--- src/rtl/depq_pkg.sv ---
package depq_pkg;

  localparam int CAPACITY = 64;
  localparam int VALUE_W  = 32;
  localparam int CNT_W    = $clog2(CAPACITY + 1);
  localparam int ENTRY_W  = 7;

  // command codes
  localparam logic [1:0] CMD_INSERT  = 2'd0;
  localparam logic [1:0] CMD_DEL_MAX = 2'd1;
  localparam logic [1:0] CMD_DEL_MIN = 2'd2;

  // operation broadcast to every cell of the chain
  typedef enum logic [1:0] {
    OP_HOLD       = 2'd0,
    OP_INSERT     = 2'd1,
    OP_SHIFT_DOWN = 2'd2
  } op_t;

  typedef struct packed {
    logic [1:0]                 cmd;
    logic signed [VALUE_W-1:0]  value;
  } in_req_t;

  typedef struct packed {
    logic signed [VALUE_W-1:0]  max_value;
    logic signed [VALUE_W-1:0]  min_value;
    logic [ENTRY_W-1:0]         entry_count;
    logic                       overflow;
  } out_rsp_t;

  // what a cell shows its neighbors
  typedef struct packed {
    logic                       occ;
    logic                       gt;
    logic signed [VALUE_W-1:0]  data;
  } cell_link_t;

endpackage

--- src/rtl/depq_cell.sv ---
module depq_cell
  import depq_pkg::*;
(
  input  logic                       clk,
  input  op_t                        op,
  input  logic signed [VALUE_W-1:0]  ins_value,
  input  logic                       occ_self,
  input  cell_link_t                 link_below,
  input  cell_link_t                 link_above,
  output cell_link_t                 link_self
);

  logic signed [VALUE_W-1:0] data_r;
  logic signed [VALUE_W-1:0] data_nxt;
  logic                      gt_self;

  // new value goes after entries equal to it
  assign gt_self = occ_self && (ins_value < data_r);

  always_comb begin
    data_nxt = data_r;
    case (op)
      OP_INSERT: begin
        if (gt_self) begin
          data_nxt = link_below.gt ? link_below.data : ins_value;
        end else if (!occ_self && link_below.occ) begin
          // first free cell takes the old top when it moves up, else the new value
          data_nxt = link_below.gt ? link_below.data : ins_value;
        end
      end
      OP_SHIFT_DOWN: begin
        if (link_above.occ) begin
          data_nxt = link_above.data;
        end
      end
      default: begin
        data_nxt = data_r;
      end
    endcase
  end

  always_ff @(posedge clk) begin
    data_r <= data_nxt;
  end

  assign link_self.occ  = occ_self;
  assign link_self.gt   = gt_self;
  assign link_self.data = data_r;

endmodule

--- config.mk ---
export PLATFORM = sky130hd
export DESIGN_NAME = depq_cell
export DESIGN_NICKNAME = d
export VERILOG_FILES = /design/src/rtl/depq_pkg.sv /design/src/rtl/depq_cell.sv
export SDC_FILE = /design/constraint.sdc
export NUM_CORES = 1
export LEC_CHECK = 0
export BUFFER_PORTS_ARGS = -buffer_cell sky130_fd_sc_hd__buf_2
export CORE_MARGIN = 5
export CORE_UTILIZATION = 46
export CTS_BUF_LIST = sky130_fd_sc_hd__clkbuf_2 sky130_fd_sc_hd__clkbuf_4 sky130_fd_sc_hd__clkbuf_8
export CTS_CLUSTER_DIAMETER = 200
export DETAILED_ROUTE_END_ITERATION = 10
export PLACE_DENSITY_LB_ADDON = 0.1
export SYNTH_ARGS = -nofsm -noshare
export SYNTH_HDL_FRONTEND = slang
export SYNTH_SLANG_ARGS = --single-unit
export TNS_END_PERCENT = 1
--- constraint.sdc ---
create_clock -name clk -period 7.45 [get_ports clk]
set_input_delay 0.3725 -clock clk [delete_from_list [all_inputs] [get_ports clk]]
set_output_delay 0.3725 -clock clk [all_outputs]
set_load 0.02 [all_outputs]
==> implementation parameters, run 1 <==
Parameter                              Value

Run status
  Outcome ... finished clean

Clocking
  Clock sink count ... 32
  Post-cts resize count ... 0
  Hold-fix buffer count after cts ... 0
  Inserted Clock Buffers ... 5
  Insertion delay of the later-clocked pin in the worst-skew pair ... 280 ps
  Cell at the root of the clock tree ... clkbuf_8
  Clock-pin slew on the worst setup and hold paths ... 70 ps
  Bufs on Longest Clock Path ... 2
  Post-CTS Setup Repair Bufs ... 0
  Clock tree from TritonCTS ... yes
  H-tree levels ... 2

STA
  Fin Setup TNS ... 0 ps
  Post-route worst hold slack ... 355.2 ps
  Setup violation total in the final timing report ... 0
  Final Slew Violations ... 0
  Setup repair after global routing missed its margin ... no
  Period minus WS final ... 3440 ps
  Max-slew headroom ... 0.2151
  Worst slew pin tran ... 1165 ps
  Final Cycle Share ... 0.4617
  Timing-limited maximum frequency ... about 290 MHz
  Final hold viol count ... 0
  Worst clock skew ... ~9.4 ps

Layout
  Fraction of layout cells with a size suffix above 1 ... 0.3740
  Top register by number of flip-flops ... data_r
  Regs by FF count ... data_r: 32 flops
  Fill cell count ... 455
  Max reg flops ... 32
  Most common library cell in the layout ignoring fill and taps ... buf_2
  Area grow syn2layout ... 32.89%
  Highest-count cells in the layout ignoring fill and taps ... buf_2 (136), nand2_1 (37), o21ai_0 (36), mux2i_1 (33)
  Diodes inserted ... 0
  Final layout net count ... 527

Min path
  Source of the worst hold timing path ... link_above[24]
  Hold Path Cell Cnt ... 3
  Type of the most critical hold path ... in2reg
  Destination of the worst hold path ... data_r[24]

Worst setup path
  Classification of the worst setup path ... reg2reg
  Critical path startpoint category ... flop
  Critical path buffers and inverters ... 2
  Crit path cell chain ... inv_1 -> ha_1 -> a21oi_1 -> o21ai_1 -> a221o_1 -> a211o_1 -> o41ai_2 -> buf_4
  Reg-to-Reg End ... data_r[6]
  Category of cells accounting for the largest share of critical-path delay ... compound AO/OA/AOI/OAI gates
  Max stage delay on crit path ... 1050 ps
  Register-to-register setup slack ... 4010 ps
  CP Data Required Time ... 7400 ps
  CP arrival ... 3390 ps
  Crit-path slowest cell ... o41ai_2
  Count of cells along the worst register-to-register path ... 8
  Worst setup EP type ... flop
  Reg2Reg Launch Point ... data_r[23]
  Critical path peak fanout ... 23

Yosys
  Average instance area after synthesis ... 9.473 um2
  Unique masters post-synth ... 34
  Sequential element share of the synthesized area ... 0.3887
  Post-Synthesis Cell Area ... 0.002472 mm2
  Yosys warning total ... 0
  Share of the synthesized area in the top cell type ... 0.3887
  Post-synthesis cell type with the largest combined area ... edfxtp_1
  Post-synth net total ... 396
  Yosys reg bits ... 32
  Cell types occupying the most area after synthesis ... edfxtp_1 (39%), ha_1 (16%), mux2i_1 (13%)
  Syn Inst Count ... 261

Floorplan
  Die boundary width ... between 80 and 90 um
  Die area ... 0.006941 mm2
  I/O pin count ... 138
  Starting density of the core ... 0.4780
  Core box area ... 0.005172 mm2
  Die boundary height ... between 80 and 90 um
  FP Rows ... 26

Drt
  Post-detailed-route count of antenna-violating nets ... 0
  Via density per instance ... 4.965
  Remaining DRCs ... 0
  First-pass iteration count of the detailed router ... 4
  Via count ... 2299
  Aggregate routed wire length ... 6219 um
  Starting DRC count in detailed routing ... 79
  Routed WL per cell ... 13.43 um

Global routing
  Via count of the first global-routing pass ... 2285
  Pin count of the biggest net entering global routing ... 66
  Total global routing track utilization ... 0.1799
  Global-route wire length before repair ... between 10000 and 15000 um
  Grt total ovfl ... 0
  Antenna violations before repair ... 0

Placed design
  Placer's final routability congestion estimate ... just under 0.8
  Half-perimeter wire length of the detailed placement result ... 5083 um
  Port buffer count ... 136

Power
  Peak VDD IR ... 0.1047 mV
  Static leakage ... 1.693 nW
  Power density over cell area ... 159.1 mW/mm2

Job
  Max capacitance violation total ... 0
[logic make-up after synthesis]
kind of cell	after synthesis	synth area share
buffers and inverters	45	0.07287
AND/OR/NAND/NOR	60	0.1103
AO/OA/AOI/OAI	60	0.1377
flip-flops	32	0.3887
adder cells (fa/ha/maj)	31	0.1569
multiplexers	33	0.1336
[stage by stage]
| stage | total power [W] | std cells | worst slack (ps) | cell area [um2] | utilization |
|---|---|---|---|---|---|
| 2_1_floorplan | 0.0003362 | 261 | 1902 | 2472 | - |
| 3_3_place_gp | 0.0003971 | 455 | 3857 | 3203 | 0.6193 |
| 3_5_place_dp | 0.0004012 | 455 | 3848 | 3203 | 0.6193 |
| 4_1_cts | 0.0005283 | 463 | 3973 | 3286 | 0.6352 |
| 5_1_grt | 0.0005596 | 463 | 3785 | 3286 | 0.6352 |
| 6_report | 0.0005227 | 463 | 4010 | 3286 | 0.6352 |
[layout make-up]
cell class / count / area, um2 / share of cell area
clock inverters: 3 / 13.76 / 0.004189
repair buffers: 137 / 688.2 / 0.2094
clock buffers: 5 / 68.82 / 0.02094
inverters: 32 / 120.1 / 0.03656
well taps: 70 / 87.58 / 0.02666
flip-flops and latches: 32 / 960.9 / 0.2925
multi-input cells: 184 / 1346 / 0.4097
[worst min-delay path, cell delays in order]
cell,delay [ps]
buf_2,70
nand2_1,30
o21ai_0,50
[how the worst max path moves through the flow]
stage             startpoint         end  slack (ps)  cells after the start
6_report          data_r[23]   data_r[6]        4010                      8
3_3_place_gp   ins_value[21]  data_r[10]        3860                      8
4_1_cts           data_r[30]  data_r[10]        3970                      8
5_1_grt           data_r[23]   data_r[9]        3790                      8
3_5_place_dp           op[1]  data_r[10]        3850                      5
2_1_floorplan     data_r[30]   data_r[0]        1900                      7
[power breakdown]
group | internal (W) | switching [W]
sequential | 0.000223 | 0.00000737
combinational | 0.0000699 | 0.0000951
clock | 0.0000633 | 0.0000642
[synth_stat cells]
cell	instances
nor3_1	1
a2111oi_0	1
or4_1	1
clkbuf_1	8
nand4_1	5
o21ai_0	36
a31oi_1	1
a211oi_1	1
o211ai_1	1
a21oi_2	1
o41ai_1	1
o21a_1	1
a221o_1	1
ha_1	31
nand3_1	2
a21o_1	1
buf_2	3
o21ai_1	1
a21oi_1	11
buf_4	2
edfxtp_1	32
mux2i_1	33
o311a_1	1
nand2b_1	2
inv_1	32
a311oi_1	1
and2_1	1
nor2_1	5
and4_1	2
nor2b_1	2
nand2_1	37
and3_1	1
or3_1	1
a211o_1	1
[per-layer routing]
| metal | vias up | global-route usage | share of wire |
|---|---|---|---|
| met2 | 90 | 0.3112 | 0.49 |
| met4 | 0 | 0.04012 | 0.0085 |
| met1 | 1008 | 0.2122 | 0.41 |
| met5 | - | 0 | 0 |
| li1 | 1196 | - | - |
| met3 | 5 | 0.06634 | 0.096 |
Note: power is estimated with default switching activity, not from simulation.
==> run 2, diff against run 1 <==
--- a/config.mk
+++ b/config.mk
@@ -7,7 +7,7 @@
 export LEC_CHECK = 0
 export BUFFER_PORTS_ARGS = -buffer_cell sky130_fd_sc_hd__buf_2
 export CORE_MARGIN = 5
-export CORE_UTILIZATION = 46
+export CORE_UTILIZATION = 42
 export CTS_BUF_LIST = sky130_fd_sc_hd__clkbuf_2 sky130_fd_sc_hd__clkbuf_4 sky130_fd_sc_hd__clkbuf_8
 export CTS_CLUSTER_DIAMETER = 200
 export DETAILED_ROUTE_END_ITERATION = 10
==> constraint.sdc (replaced) <==
create_clock -name clk -period 2.86 [get_ports clk]
set_input_delay 0.143 -clock clk [delete_from_list [all_inputs] [get_ports clk]]
set_output_delay 0.143 -clock clk [all_outputs]
set_load 0.02 [all_outputs]
==> run 2 against run 1 <==
Effect of this change: hold slack worse by 220 ps; clock power grew to 2.8 times the previous value; final cell count is 1.3% higher; highest routed layer unchanged; largest power group unchanged; critical endpoint is now link_self[32]; sequential share of layout area is 0.72 points lower; clock-buffer cell count is 2 higher.
==> implementation parameters, run 2 (same netlist as run 1, synthesis figures left out) <==
Parameter                              Value

Worst setup path
  Category of cells accounting for the largest share of critical-path delay ... simple AND/OR/NAND/NOR gates
  Critical path buffers and inverters ... 2
  Critical path startpoint category ... flop
  Classification of the worst setup path ... reg2out
  CP arrival ... 2490 ps
  Crit-path slowest cell ... or4_1
  Crit path cell chain ... inv_1 -> ha_1 -> nand4_1 -> or4_1 -> a31oi_4 -> nor2_1 -> mux2i_1 -> buf_2
  Count of cells along the worst register-to-register path ... 8
  CP Data Required Time ... 2720 ps
  Max stage delay on crit path ... 620 ps
  Critical path peak fanout ... 4
  Worst setup EP type ... primary output
  Reg-to-Reg End ... data_r[6]
  Register-to-register setup slack ... 320 ps
  Reg2Reg Launch Point ... data_r[13]

Drt
  First-pass iteration count of the detailed router ... 4
  Starting DRC count in detailed routing ... 47
  Via count ... 2312
  Routed WL per cell ... 13.12 um
  Post-detailed-route count of antenna-violating nets ... 0
  Remaining DRCs ... 0
  Via density per instance ... 4.930
  Aggregate routed wire length ... slightly above 6000 um

Global routing
  Grt total ovfl ... 0
  Total global routing track utilization ... 0.1668
  Antenna violations before repair ... 0
  Global-route wire length before repair ... 9949 um
  Via count of the first global-routing pass ... 2308
  Pin count of the biggest net entering global routing ... 65

Power
  Static leakage ... 1.702 nW
  Power density over cell area ... approximately 420 mW/mm2
  Int Power ... 0.0009602 W
  Combinational fraction of design power ... 0.318
  Net switching share of the total power ... 0.3138
  Sequential share of power ... 0.428
  Switch Pwr ... 0.0004391 W
  Proportion of power drawn by the clock network ... 0.253
  Peak VDD IR ... 0.2043 mV

Clocking
  Inserted Clock Buffers ... 5
  Cell at the root of the clock tree ... clkbuf_8
  Post-cts resize count ... 0
  H-tree levels ... 2
  Insertion delay of the later-clocked pin in the worst-skew pair ... approximately 280 ps
  Post-CTS Setup Repair Bufs ... 0
  Clock tree from TritonCTS ... yes
  Bufs on Longest Clock Path ... 2
  Clock sink count ... 32
  Clock-pin slew on the worst setup and hold paths ... ~70 ps
  Hold-fix buffer count after cts ... 0

Min path
  Hold Path Cell Cnt ... 3
  Type of the most critical hold path ... in2reg
  Destination of the worst hold path ... data_r[25]
  Source of the worst hold timing path ... link_above[25]

STA
  Fin Setup TNS ... 0 ps
  Setup violation total in the final timing report ... 0
  Worst slew pin tran ... about 960 ps
  Timing-limited maximum frequency ... about 380 MHz
  Period minus WS final ... 2635 ps
  Max-slew headroom ... 0.3612
  Final Cycle Share ... 0.9212
  Setup repair after global routing missed its margin ... no
  Final hold viol count ... 0
  Post-route worst hold slack ... 136.5 ps
  Final Slew Violations ... 0
  Worst clock skew ... about 2.4 ps

Layout
  Fill cell count ... approximately 570
  Final layout net count ... 528
  Max reg flops ... 32
  Finished Cell Area ... 0.003368 mm2
  Diodes inserted ... 0
  Top register by number of flip-flops ... data_r
  Fraction of layout cells with a size suffix above 1 ... 0.3883
  Regs by FF count ... data_r: 32 flops
  Highest-count cells in the layout ignoring fill and taps ... buf_2 (136), nand2_1 (37), o21ai_0 (35), mux2i_1 (33), edfxtp_1 (32)
  Area grow syn2layout ... 36.23%
  Most common library cell in the layout ignoring fill and taps ... buf_2

Job
  Max capacitance violation total ... 0

Floorplan
  Core box area ... ~0.0058 mm2
  FP Rows ... 28
  Die area ... 0.007521 mm2
  I/O pin count ... about 140
  Starting density of the core ... 0.4251
  Die boundary height ... 86.73 um
  Die boundary width ... 86.73 um

Placed design
  Total cell area at the placement stage ... around 0.0033 mm2
  Placer's final routability congestion estimate ... 0.7827
  Half-perimeter wire length of the detailed placement result ... 4975 um
  Port buffer count ... 136

Run status
  Outcome ... finished clean
## run 2: cell count changes in the layout (fill, tap and decap cells not counted), sizes merged
cell | before | now
clkbuf | 5 | 7
clkinv | 3 | 1
buf | 137 | 138
## run 2: power by group through the flow
stage | clock network, W | registers [W] | logic (W)
floorplan | 0 | 0.000667 | 0.000215
global placement | 0 | 0.000608 | 0.000444
detailed placement | 0 | 0.000610 | 0.000452
CTS | 0.000367 | 0.000600 | 0.000454
global route | 0.000385 | 0.000606 | 0.000505
finish | 0.000354 | 0.000599 | 0.000445
## run 2: metal layers
| metal | part of all wire | global-route usage |
|---|---|---|
| met1 | 0.41 | 0.1993 |
| met5 | 0 | 0 |
| met4 | 0.011 | 0.04816 |
| met3 | 0.10 | 0.05418 |
| met2 | 0.47 | 0.2858 |
## run 2: how the worst max path moves through the flow
stage	from	end	slack, ps	cells past startpoint
after floorplan	data_r[6]	data_r[0]	-340	7
after global placement	data_r[13]	data_r[10]	400	8
after detailed placement	data_r[13]	data_r[10]	370	8
after CTS	data_r[31]	link_self[32]	150	8
after global routing	data_r[31]	link_self[32]	30	8
final	data_r[31]	link_self[32]	230	8
## run 2: tightest hold or removal path, cell delays in order
cell and delay [ps]:
buf_2 80, nand2_1 30, o21ai_0 50
## run 2: final cells by class
cell class / count / area [um2] / area share
tap: 75 / 93.84 / 0.02786
multi-input combinational: 184 / 1398 / 0.4149
clock inverter: 1 / 3.754 / 0.001114
inverter: 32 / 120.1 / 0.03566
sequential: 32 / 960.9 / 0.2853
timing repair buffer: 138 / 708.2 / 0.2103
clock buffer: 7 / 83.83 / 0.02489
## run 2: stage by stage
| step | instances | power [W] | utilization | setup slack (ps) |
|---|---|---|---|---|
| CTS | 469 | 0.001420 | 0.5777 | 152.0 |
| global route | 469 | 0.001496 | 0.5792 | 26.18 |
| global placement | 461 | 0.001051 | 0.5626 | 396.3 |
| detailed placement | 461 | 0.001062 | 0.5626 | 373.4 |
| finish | 469 | 0.001399 | 0.5792 | 225.4 |
| floorplan | 261 | 0.0008829 | - | -336.5 |
==> run 3, diff against run 2 <==
--- a/config.mk
+++ b/config.mk
@@ -12,6 +12,7 @@
 export CTS_CLUSTER_DIAMETER = 200
 export DETAILED_ROUTE_END_ITERATION = 10
 export PLACE_DENSITY_LB_ADDON = 0.1
+export RECOVER_POWER = 25
 export SYNTH_ARGS = -nofsm -noshare
 export SYNTH_HDL_FRONTEND = slang
 export SYNTH_SLANG_ARGS = --single-unit
==> run 3 against run 2 <==
Effect of this change: setup slack worse by 0.73 ps; clock skew about the same; design area down 0.89%; first-iteration DRC count up 17%; non-clock buffer count unchanged; critical endpoint unchanged; routed wire length up 0.11%; critical path type unchanged; critical path depth unchanged; core utilization down 0.52 points; highest routed layer unchanged.
==> implementation parameters, run 3 (same netlist as run 1, synthesis figures left out) <==
Parameter                              Value

Clocking
  Cell at the root of the clock tree ... clkbuf_8
  Insertion delay of the later-clocked pin in the worst-skew pair ... 280 ps
  Clock tree from TritonCTS ... yes
  Clock-pin slew on the worst setup and hold paths ... 70 ps
  Bufs on Longest Clock Path ... 2
  Inserted Clock Buffers ... 5
  H-tree levels ... 2
  Hold-fix buffer count after cts ... 0
  Clock sink count ... 32

Global routing
  Antenna violations before repair ... 0
  Total global routing track utilization ... 0.1668
  Via count of the first global-routing pass ... 2308
  Pin count of the biggest net entering global routing ... 65
  Grt total ovfl ... 0
  Global-route wire length before repair ... 9949 um

Drt
  Remaining DRCs ... 0
  Via density per instance ... 4.915
  Starting DRC count in detailed routing ... 55
  Via count ... roughly 2300
  Aggregate routed wire length ... 6160 um
  First-pass iteration count of the detailed router ... 4
  Post-detailed-route count of antenna-violating nets ... 0
  Routed WL per cell ... 13.13 um

Worst setup path
  Max stage delay on crit path ... a little over 600 ps
  Count of cells along the worst register-to-register path ... 8
  Crit path cell chain ... inv_1 -> ha_1 -> nand4_1 -> or4_1 -> a31oi_4 -> nor2_1 -> mux2i_1 -> buf_2
  CP Data Required Time ... ~2700 ps
  CP arrival ... 2490 ps
  Register-to-register setup slack ... 320 ps
  Critical path startpoint category ... flop
  Reg2Reg Launch Point ... data_r[13]
  Critical path peak fanout ... 4
  Reg-to-Reg End ... data_r[6]
  Classification of the worst setup path ... reg2out
  Worst setup EP type ... primary output
  Crit-path slowest cell ... or4_1
  Critical path buffers and inverters ... 2
  Category of cells accounting for the largest share of critical-path delay ... simple AND/OR/NAND/NOR gates

Power
  Static leakage ... 1.635 nW
  Overall power consumption ... 0.001393 W
  Peak VDD IR ... 0.2038 mV
  Power density over cell area ... roughly 420 mW/mm2

STA
  Worst clock skew ... 2.371 ps
  Setup violation total in the final timing report ... 0
  Worst slew pin tran ... approximately 960 ps
  Max-slew headroom ... 0.3612
  Final Cycle Share ... 0.9214
  Timing-limited maximum frequency ... around 380 MHz
  Final hold viol count ... 0
  Final Slew Violations ... 0
  Post-route worst hold slack ... 136.1 ps
  Setup repair after global routing missed its margin ... no
  Period minus WS final ... approximately 2600 ps

Layout
  Final standard cell count with taps included and fillers excluded ... 469
  Fill cell count ... between 500 and 600
  Max reg flops ... 32
  Diodes inserted ... 0
  Final layout net count ... 528
  Finished Cell Area ... about 0.0033 mm2
  Regs by FF count ... data_r: 32 flops
  Fraction of layout cells with a size suffix above 1 ... 0.3274
  Sequential cell area ... 960.9 um2
  Most common library cell in the layout ignoring fill and taps ... buf_2
  Area grow syn2layout ... 35.02%
  Multi-input logic area ... 0.001398 mm2
  Highest-count cells in the layout ignoring fill and taps ... buf_2 (112), nand2_1 (37), o21ai_0 (35), mux2i_1 (33), edfxtp_1 (32)
  Top register by number of flip-flops ... data_r

Placed design
  Half-perimeter wire length of the detailed placement result ... 4975 um
  Port buffer count ... 136
  Placed instance count ... 461
  Placer's final routability congestion estimate ... between 0.7 and 0.8
  Total cell area at the placement stage ... approximately 0.0033 mm2

Floorplan
  Die boundary width ... a little under 90 um
  I/O pin count ... between 100 and 150
  Core box area ... 0.005816 mm2
  Die boundary height ... 86.73 um
  FP Rows ... 28
  Starting density of the core ... 0.4251
  Die area ... 0.007521 mm2

Run status
  Outcome ... finished clean

Min path
  Source of the worst hold timing path ... link_above[25]
  Destination of the worst hold path ... data_r[25]
  Hold Path Cell Cnt ... 3
  Type of the most critical hold path ... in2reg

Job
  Max capacitance violation total ... 0
## run 3: changes by cell type in the layout (fill, tap and decap cells not counted), sizes merged
cell,change
buf,-24
clkbuf,+24
## run 3: routing by layer
metal  global-route usage  vias to the layer above  wire length [um]  share of wire
met1               0.1993                     1017              2546           0.41
met4              0.04816                        0                68          0.011
li1                     -                     1198                 -              -
met5                    0                        -                 0              0
met2               0.2858                       84              2906           0.47
met3              0.05418                        6               638           0.10
## run 3: worst reg2reg max path: cells and delay by family, from the launching register on
family	cells	cell delay (ps)
buffers and inverters	2	340
and+or+nand+nor	1	70
DFF	1	390
adders and majority gates	1	230
AOI/OAI and AO/OA	4	1200
## run 3: where the power goes
part           switching [W]  leakage [nW]  internal [W]
Clock               0.000167        0.0467      0.000188
Sequential         0.0000204         0.304      0.000580
Combinational       0.000254          1.28      0.000183
## run 3: worst max path at each step
| stage | from | to | slack (ps) | depth (start not counted) |
|---|---|---|---|---|
| CTS | data_r[31] | link_self[32] | 150 | 8 |
| global placement | data_r[13] | data_r[10] | 400 | 8 |
| floorplan | data_r[6] | data_r[0] | -340 | 7 |
| global route | data_r[31] | link_self[32] | 30 | 8 |
| detailed placement | data_r[13] | data_r[10] | 370 | 8 |
| finish | data_r[31] | link_self[32] | 220 | 8 |
## run 3: timing repair
item                       4_1_cts  5_1_grt
hold endpoints to repair         0        0
gates resized for setup          0        1
buffers inserted                 0        0
setup endpoints to repair        0        1
## run 3: layout make-up
type	count	share of cell area
tap	75	0.02811
clock buffer	7	0.02511
timing repair buffer	138	0.2031
inverter	32	0.03598
clock inverter	1	0.001124
sequential	32	0.2879
multi-input combinational	184	0.4187
## run 3: stage by stage
step             util  setup slack, ps  TNS [ps]
6_report       0.5740            224.7         0
3_5_place_dp   0.5626            373.4         0
5_1_grt        0.5740            26.18         0
3_3_place_gp   0.5626            396.3         0
4_1_cts        0.5777            152.0         0
2_1_floorplan       -           -336.5    -10770
